--- src/hdl/assert_macros.svh ---
// Assertion macros used by the scheduler top level.
`ifndef ASSERT_MACROS_SVH
`define ASSERT_MACROS_SVH
`ifndef SYNTHESIS
// Check that a property holds on every clock edge outside reset.
`define ASSERT_CLK(lbl, clk, rstn, prop) \
    lbl: assert property (@(posedge clk) disable iff (!rstn) (prop)) \
        else $error("assertion failed");
// Check that a condition never holds on a clock edge outside reset.
`define ASSERT_NEVER(lbl, clk, rstn, cond) \
    lbl: assert property (@(posedge clk) disable iff (!rstn) !(cond)) \
        else $error("assertion failed");
`else
`define ASSERT_CLK(lbl, clk, rstn, prop)
`define ASSERT_NEVER(lbl, clk, rstn, cond)
`endif
`endif

--- src/hdl/pps_pkg.sv ---
// Types and constants shared by the scheduler cells and the top level.
`default_nettype none
package pps_pkg;

    localparam int unsigned ID_W    = 8;
    localparam int unsigned TIME_W  = 16;
    localparam int unsigned BURST_W = 16;
    localparam int unsigned PRIO_W  = 8;
    localparam int unsigned TICK_W  = 24;

    // Action codes of an input item
    localparam logic ACT_LOAD = 1'b0;
    localparam logic ACT_TICK = 1'b1;

    // Fields written into a table entry by a load
    typedef struct packed {
        logic [ID_W-1:0]    ident;
        logic [TIME_W-1:0]  arrival;
        logic [BURST_W-1:0] burst;
        logic [PRIO_W-1:0]  prio;
    } t_load;

    // Best candidate handed down the cell chain during a scan
    typedef struct packed {
        logic              found;
        logic [PRIO_W-1:0] prio;
        logic [ID_W-1:0]   ident;
        logic              last;   // remaining burst is at most one
    } t_cand;

endpackage
`default_nettype wire

--- src/hdl/pps_cell.sv ---
// One table entry of the scheduler with its compare stage in the scan chain.
`default_nettype none
module pps_cell #(
    parameter int unsigned IW  = 4,
    parameter int unsigned IDX = 0
) (
    input  wire                            i_clk,
    input  wire                            i_rst_n,
    input  wire                            i_wr,
    input  wire pps_pkg::t_load            i_load,
    input  wire [pps_pkg::TICK_W-1:0]      i_now,
    input  wire                            i_dec,
    input  wire                            i_tok,
    input  wire pps_pkg::t_cand            i_cand,
    input  wire [IW-1:0]                   i_idx,
    output logic                           o_tok,
    output pps_pkg::t_cand                 o_cand,
    output logic [IW-1:0]                  o_idx
);

    localparam logic [IW-1:0] MY_IDX = IW'(IDX);

    logic                         r_live;
    logic [pps_pkg::ID_W-1:0]     r_ident;
    logic [pps_pkg::TIME_W-1:0]   r_arrival;
    logic [pps_pkg::BURST_W-1:0]  r_rem;
    logic [pps_pkg::PRIO_W-1:0]   r_prio;

    logic eligible;
    logic take;
    logic rem_last;

    // Compare own entry against the incoming candidate
    assign eligible = r_live &&
        ({{(pps_pkg::TICK_W-pps_pkg::TIME_W){1'b0}}, r_arrival} <= i_now);
    assign take     = eligible && (!i_cand.found || (r_prio > i_cand.prio));
    assign rem_last = (r_rem <= pps_pkg::BURST_W'(1));

    // Hold the entry: load, then serve one unit at a time
    always_ff @(posedge i_clk) begin
        if (!i_rst_n) begin
            r_live <= 1'b0;
        end else if (i_wr) begin
            r_live <= 1'b1;
        end else if (i_dec && rem_last) begin
            r_live <= 1'b0;
        end
    end

    always_ff @(posedge i_clk) begin
        if (i_wr) begin
            r_ident   <= i_load.ident;
            r_arrival <= i_load.arrival;
            r_rem     <= i_load.burst;
            r_prio    <= i_load.prio;
        end else if (i_dec) begin
            r_rem <= rem_last ? '0 : r_rem - pps_pkg::BURST_W'(1);
        end
    end

    // Advance the scan token one cell per cycle
    always_ff @(posedge i_clk) begin
        if (!i_rst_n) begin
            o_tok <= 1'b0;
        end else begin
            o_tok <= i_tok;
        end
    end

    // Pass on the better of own entry and the incoming candidate
    always_ff @(posedge i_clk) begin
        if (i_tok) begin
            if (take) begin
                o_cand.found <= 1'b1;
                o_cand.prio  <= r_prio;
                o_cand.ident <= r_ident;
                o_cand.last  <= rem_last;
                o_idx        <= MY_IDX;
            end else begin
                o_cand <= i_cand;
                o_idx  <= i_idx;
            end
        end
    end

endmodule
`default_nettype wire

--- src/hdl/preemptive_priority_scheduler.sv ---
// Top level of the preemptive priority scheduler: cell chain and tick control.
// Usage:
//   An item is taken when start is high and busy is low. Action load writes
//   the next table entry (id, arrival, burst, priority) in the accepting cycle
//   and leaves busy low, so loads go back to back. Loads past MAX_JOBS entries
//   are dropped; retired slots are not reused.
//   Action tick sends a scan token down the row of MAX_JOBS cells, one cell
//   per cycle; each cell keeps the better of its own entry and the candidate
//   handed to it. When the token leaves the last cell the chosen entry is
//   charged one unit, the time advances and busy drops. The result is
//   registered as the token leaves the last cell and shows on the o_ ports
//   for one cycle with o_valid high; a tick thus takes as long as the
//   token needs to pass the cell chain. A new item can be taken in the
//   cycle the result is shown. Loads produce no result.
//   The receiver cannot stall: o_valid lasts one cycle and is not held.
//   Reset (synchronous, active low) empties the table, zeroes the time and
//   the load count and forgets the last served job.
`default_nettype none
`include "assert_macros.svh"
module preemptive_priority_scheduler #(
    parameter int unsigned MAX_JOBS = 16
) (
    input  wire                              i_clk,
    input  wire                              i_rst_n,
    input  wire                              start,
    output logic                             busy,
    input  wire                              i_action,
    input  wire [pps_pkg::ID_W-1:0]          i_job_id,
    input  wire [pps_pkg::TIME_W-1:0]        i_arrival,
    input  wire [pps_pkg::BURST_W-1:0]       i_burst,
    input  wire [pps_pkg::PRIO_W-1:0]        i_prio,
    output logic                             o_valid,
    output logic                             o_busy_res,
    output logic [pps_pkg::ID_W-1:0]         o_run_id,
    output logic                             o_switched,
    output logic                             o_finished,
    output logic [pps_pkg::TICK_W-1:0]       o_finish_time,
    output logic                             o_all_done
);

    localparam int unsigned IW = $clog2(MAX_JOBS);
    localparam int unsigned CW = $clog2(MAX_JOBS + 1);
    localparam logic [CW-1:0] FULL_CNT = CW'(MAX_JOBS);

    logic                          r_busy;
    logic [CW-1:0]                 r_load_cnt;
    logic [CW-1:0]                 r_live_cnt;
    logic [pps_pkg::TICK_W-1:0]    r_now;
    logic [pps_pkg::ID_W-1:0]      r_last_id;
    logic                          r_last_vld;

    logic                          accept;
    logic                          load_acc;
    logic                          tick_acc;
    logic                          full;
    logic                          scan_done;
    logic                          served;
    logic                          fin;
    logic [CW-1:0]                 n_live_cnt;
    pps_pkg::t_load                load_bus;

    logic                          tok  [0:MAX_JOBS];
    pps_pkg::t_cand                cand [0:MAX_JOBS];
    logic [IW-1:0]                 idx  [0:MAX_JOBS];

    assign busy     = r_busy;
    assign accept   = start && !r_busy;
    assign load_acc = accept && (i_action == pps_pkg::ACT_LOAD);
    assign tick_acc = accept && (i_action == pps_pkg::ACT_TICK);
    assign full     = (r_load_cnt >= FULL_CNT);

    assign load_bus.ident   = i_job_id;
    assign load_bus.arrival = i_arrival;
    assign load_bus.burst   = i_burst;
    assign load_bus.prio    = i_prio;

    // Inject the scan token with an empty candidate
    assign tok[0]  = tick_acc;
    assign cand[0] = '0;
    assign idx[0]  = '0;

    // Row of table cells
    for (genvar k = 0; k < MAX_JOBS; k++) begin : g_cell
        logic wr;
        logic dec;
        assign wr  = load_acc && !full && (r_load_cnt[IW-1:0] == IW'(k));
        assign dec = served && (idx[MAX_JOBS] == IW'(k));
        pps_cell #(
            .IW  (IW),
            .IDX (k)
        ) u_cell (
            .i_clk   (i_clk),
            .i_rst_n (i_rst_n),
            .i_wr    (wr),
            .i_load  (load_bus),
            .i_now   (r_now),
            .i_dec   (dec),
            .i_tok   (tok[k]),
            .i_cand  (cand[k]),
            .i_idx   (idx[k]),
            .o_tok   (tok[k+1]),
            .o_cand  (cand[k+1]),
            .o_idx   (idx[k+1])
        );
    end

    // Close out the tick when the token leaves the last cell
    assign scan_done  = tok[MAX_JOBS];
    assign served     = scan_done && cand[MAX_JOBS].found;
    assign fin        = served && cand[MAX_JOBS].last;
    assign n_live_cnt = fin ? r_live_cnt - CW'(1) : r_live_cnt;

    // Hold control state
    always_ff @(posedge i_clk) begin
        if (!i_rst_n) begin
            r_busy     <= 1'b0;
            r_load_cnt <= '0;
            r_live_cnt <= '0;
            r_now      <= '0;
            r_last_id  <= '0;
            r_last_vld <= 1'b0;
            o_valid    <= 1'b0;
        end else begin
            o_valid <= scan_done;
            if (tick_acc) begin
                r_busy <= 1'b1;
            end else if (scan_done) begin
                r_busy <= 1'b0;
            end
            if (load_acc && !full) begin
                r_load_cnt <= r_load_cnt + CW'(1);
                r_live_cnt <= r_live_cnt + CW'(1);
            end else if (scan_done) begin
                r_live_cnt <= n_live_cnt;
            end
            if (scan_done) begin
                r_now <= r_now + pps_pkg::TICK_W'(1);
            end
            if (served) begin
                r_last_id  <= cand[MAX_JOBS].ident;
                r_last_vld <= 1'b1;
            end
        end
    end

    // Register the result fields
    always_ff @(posedge i_clk) begin
        if (scan_done) begin
            o_busy_res    <= served;
            o_run_id      <= served ? cand[MAX_JOBS].ident : '0;
            o_switched    <= served &&
                             (!r_last_vld || (r_last_id != cand[MAX_JOBS].ident));
            o_finished    <= fin;
            o_finish_time <= fin ? r_now : '0;
            o_all_done    <= (n_live_cnt == '0);
        end
    end

    `ASSERT_CLK(a_scan_ends, i_clk, i_rst_n, scan_done |-> r_busy)
    `ASSERT_CLK(a_result_after_scan, i_clk, i_rst_n, scan_done |=> (o_valid && !r_busy))
    `ASSERT_NEVER(a_live_le_load, i_clk, i_rst_n, r_live_cnt > r_load_cnt)
    `ASSERT_CLK(a_fin_is_busy, i_clk, i_rst_n, (o_valid && o_finished) |-> o_busy_res)

endmodule
`default_nettype wire

--- config.mk ---
export PLATFORM = sky130hd
export DESIGN_NAME = preemptive_priority_scheduler
export DESIGN_NICKNAME = d
export VERILOG_FILES = /design/src/hdl/pps_pkg.sv /design/src/hdl/pps_cell.sv /design/src/hdl/preemptive_priority_scheduler.sv
export VERILOG_INCLUDE_DIRS = /design/src /design/src/hdl
export SDC_FILE = /design/constraint.sdc
export NUM_CORES = 2
export LEC_CHECK = 0
export BUFFER_PORTS_ARGS = -buffer_cell sky130_fd_sc_hd__buf_2
export CORE_MARGIN = 2
export CORE_UTILIZATION = 48
export CTS_BUF_LIST = sky130_fd_sc_hd__clkbuf_16
export CTS_CLUSTER_SIZE = 40
export DETAILED_ROUTE_END_ITERATION = 10
export PLACE_DENSITY = 0.66
export SETUP_SLACK_MARGIN = 0.5
export SYNTH_ARGS = -nofsm -noshare
export SYNTH_HDL_FRONTEND = slang
export SYNTH_SLANG_ARGS = --single-unit
--- constraint.sdc ---
create_clock -name i_clk -period 3.9 [get_ports i_clk]
set_clock_uncertainty 0.2 [all_clocks]
set_input_delay 0.39 -clock i_clk [delete_from_list [all_inputs] [get_ports i_clk]]
set_output_delay 0.39 -clock i_clk [all_outputs]
set_load 0.02 [all_outputs]
==> results.cfg <==
[hold_path]
holdPathStages = 3
min-delay-start = i_burst[15]
hold_class = primary input to flip-flop
whs_endpoint = g_cell[11].u_cell.r_rem[15]

[yosys]
synthArstFlopShare_pct = 0
synth_ff_type = edfxtp_1
synth-seq-cells = 1210
netlist_area_sq_um = 57500
synth_area_leaders = edfxtp_1, ha_1, mux2_2
synth-edff-count = 1133
synth_nets = 4830
ys_warn_count = 0
syn_area_per_cell_sq_um = 13.2
ys_types = 85
post-synth-top-area-cell = edfxtp_1
synthCells = 4363
synth_top_area_share_pct = 59.1
yosysSeqAreaShare_pct = 61.8

[critical_path]
r2r_slack_ns = 0.58
r2r-end = g_cell[5].u_cell.o_cand[13]
crit_type = flip-flop to flip-flop
cp-start-kind = flip-flop
end_kind = flip-flop
r2r_cells = 10
cp_data_required_time_ns = 4.18
r2r_start = r_now[15]
path_max_fanout = 19
crit_arrival_ns = 3.60

[placement]
hpwlAfterDp_um = 93200
portBuffers = 89
routabilityCongestion = 0.894
post-place-ws_ns = 0.234

[floorplanning]
num_rows = 127
top_level_ports = 90
coreArea_sq_um = 119000
die_h_um = 350
fp.dieArea_sq_um = 123000
start_util_pct = 48.2
die_width_um = 350

[global_routing]
grt_pass1_wl_um = 212000
grt_pass1_vias = 36000
grt_max_degree = 78
antenna_found_initial = 1
gr-total-overflow = 0
grt.total_usage_pct = 22.7

[sta]
setup_viol = 0
worstMarginPinSlew_ns = 1.17
final.period_utilization_pct = 85.2
finalCriticalPeriod_ns = 3.32
rsz0062_at_grt = yes
fmaxAchievable_mhz = 301
setup_ws_ns = 0.577
max-slew-margin-rel_pct = 21.6
hold_viol = 0
finalSetupTns_ns = 0
holdWs_ns = 0.117
drv_slew = 0

[pwr]
p_total_mw = 27.0
max-vdd-ir-drop_v = 0.000402
p_leak_nw = 22.8
power_density_nw_per_um2 = 410

[run_status]
status = complete, no violations

[finish]
final_nets = 5100
regArea_sq_um = 35600
nFillCells = 9813
area.growth.synth_to_final_pct = 14.5
drive_gt1_share_pct = 17.1
multi_input_area_sq_um = 21000

[route]
drtIter0Drc = 3023
wire_per_inst_um = 21.8
final_antenna_net_count = 0
first_pass_iters = 5
routed_wl_um = 138000
drc_errors = 0
vias = 36000
via_per_inst = 5.66

[cts]
cts_root_buffer = clkbuf_16
cts_sinks = 1210
path_clk_slew_ns = 0.06
numCtsBuffers = 133
cts_buffer_depth = 3
cts_tree = done
worstSkewPairLatency_ns = 0.75
htreeDepth = 4

[flow_run]
max_cap_violations = 0
state kept, by name, summed over array words and instances (netlist names), 8 cells and up:
signal	cells
g_cell.u_cell.r_rem	256
g_cell.u_cell.r_live	16
g_cell.u_cell.r_prio	128
r_now	24
g_cell.u_cell.o_idx	49
o_finish_time	24
o_run_id	8
g_cell.u_cell.o_cand	280
r_last_id	8
g_cell.u_cell.r_arrival	256
g_cell.u_cell.r_ident	128
g_cell.u_cell.o_tok	16
cell usage after synthesis, types with 85 or more instances:
master and n:
and2_1 92, a21oi_1 147, o21ai_0 182, clkbuf_1 91
nor2_1 186, ha_1 415, inv_1 220, xnor2_1 172
nand4_1 85, mux2_2 243, o31ai_1 118, edfxtp_1 1133
nor3_1 109, nand2_1 415
how the worst max path moves through the flow:
| stage | from | to | slack [ns] | cells after the start |
|---|---|---|---|---|
| 2_1_floorplan | busy | g_cell[15].u_cell.r_arrival[0] | 0.66 | 5 |
| 3_3_place_gp | r_now[15] | g_cell[5].u_cell.o_cand[5] | 0.28 | 10 |
| 3_5_place_dp | r_now[15] | g_cell[11].u_cell.o_cand[12] | 0.23 | 11 |
| 4_1_cts | r_now[13] | g_cell[8].u_cell.o_cand[6] | 0.50 | 11 |
| 5_1_grt | r_now[13] | g_cell[1].u_cell.o_cand[7] | 0.43 | 13 |
| 6_report | r_now[15] | g_cell[5].u_cell.o_cand[13] | 0.58 | 10 |
area by class of cell:
type,instances,share of cell area (%)
antenna,1,0.00380
clock buffer,134,5.09
clock inverter,113,1.41
inverter,221,1.27
multi-input combinational,2801,31.9
sequential,1210,54.0
tap,1612,3.06
timing repair buffer,266,3.25
critical path: stages, from the launching register on:
cell and delay (ns):
dfxtp_2 0.36, inv_2 0.07, buf_12 0.16, ha_1 0.32, nand4_1 0.13, or4_1 0.58, o21ai_1 0.15, a32o_2 0.29
a21boi_4 0.26, buf_12 0.18, mux2_2 0.34
cells by family after synthesis:
kind of cell | count (synthesis) | share of synthesized area [%]
flip-flops | 1210 | 61.8
XOR/XNOR | 234 | 3.56
adder cells (fa/ha/maj) | 415 | 9.02
buffers and inverters | 355 | 2.41
AND/OR/NAND/NOR | 1238 | 11.0
AO/OA/AOI/OAI | 662 | 7.39
multiplexers | 249 | 4.86
timing repair:
item | in CTS | in global routing
resized for setup | 29 | 62
cloned | 2 | 2
pin swaps | 5 | 12
setup buffers | 5 | 6
hold buffers | 32 | 0
endpoints found under the hold margin | 512 | 0
setup endpoints to repair | 244 | 230
metrics by stage:
stage	util, %	cells	cell area (sq um)
finish	55.2	6358	65900
global route	55.2	6357	65900
CTS	54.9	6349	65600
detailed placement	50.9	6063	60800
global placement	50.9	6063	60800
floorplan	-	4363	57600
report_power, final:
group / switching [mW] / leakage, nW / internal, mW
clock: 5.24 / 2.21 / 7.04
combinational: 0.373 / 9.78 / 0.131
sequential: 0.0454 / 10.8 / 14.2
total: 5.66 / 22.8 / 21.3
layer usage:
metal,part of all wire (%),GRT usage (%),routed length (um)
met1,43,31.0,60100
met2,47,37.4,65600
met3,6.2,3.17,8560
met4,2.9,7.52,4050
met5,0,0,0
cell usage in the layout, fill, tap and decap left out, types with 52 or more instances in the layout:
master and count:
inv_1 238, nand2_1 414, o21ai_0 181, o31ai_1 118, buf_2 88, a21oi_1 144, edfxtp_1 1133, xor2_1 62
ha_1 411, xnor2_1 172, nor4_1 65, nor3_1 107, buf_4 117, nand4_1 85, nor2_1 172, clkbuf_16 135
nor2b_1 52, mux2_2 243, and2_1 92, dfxtp_1 65
No activity file was read; power rests on OpenSTA's default activity.
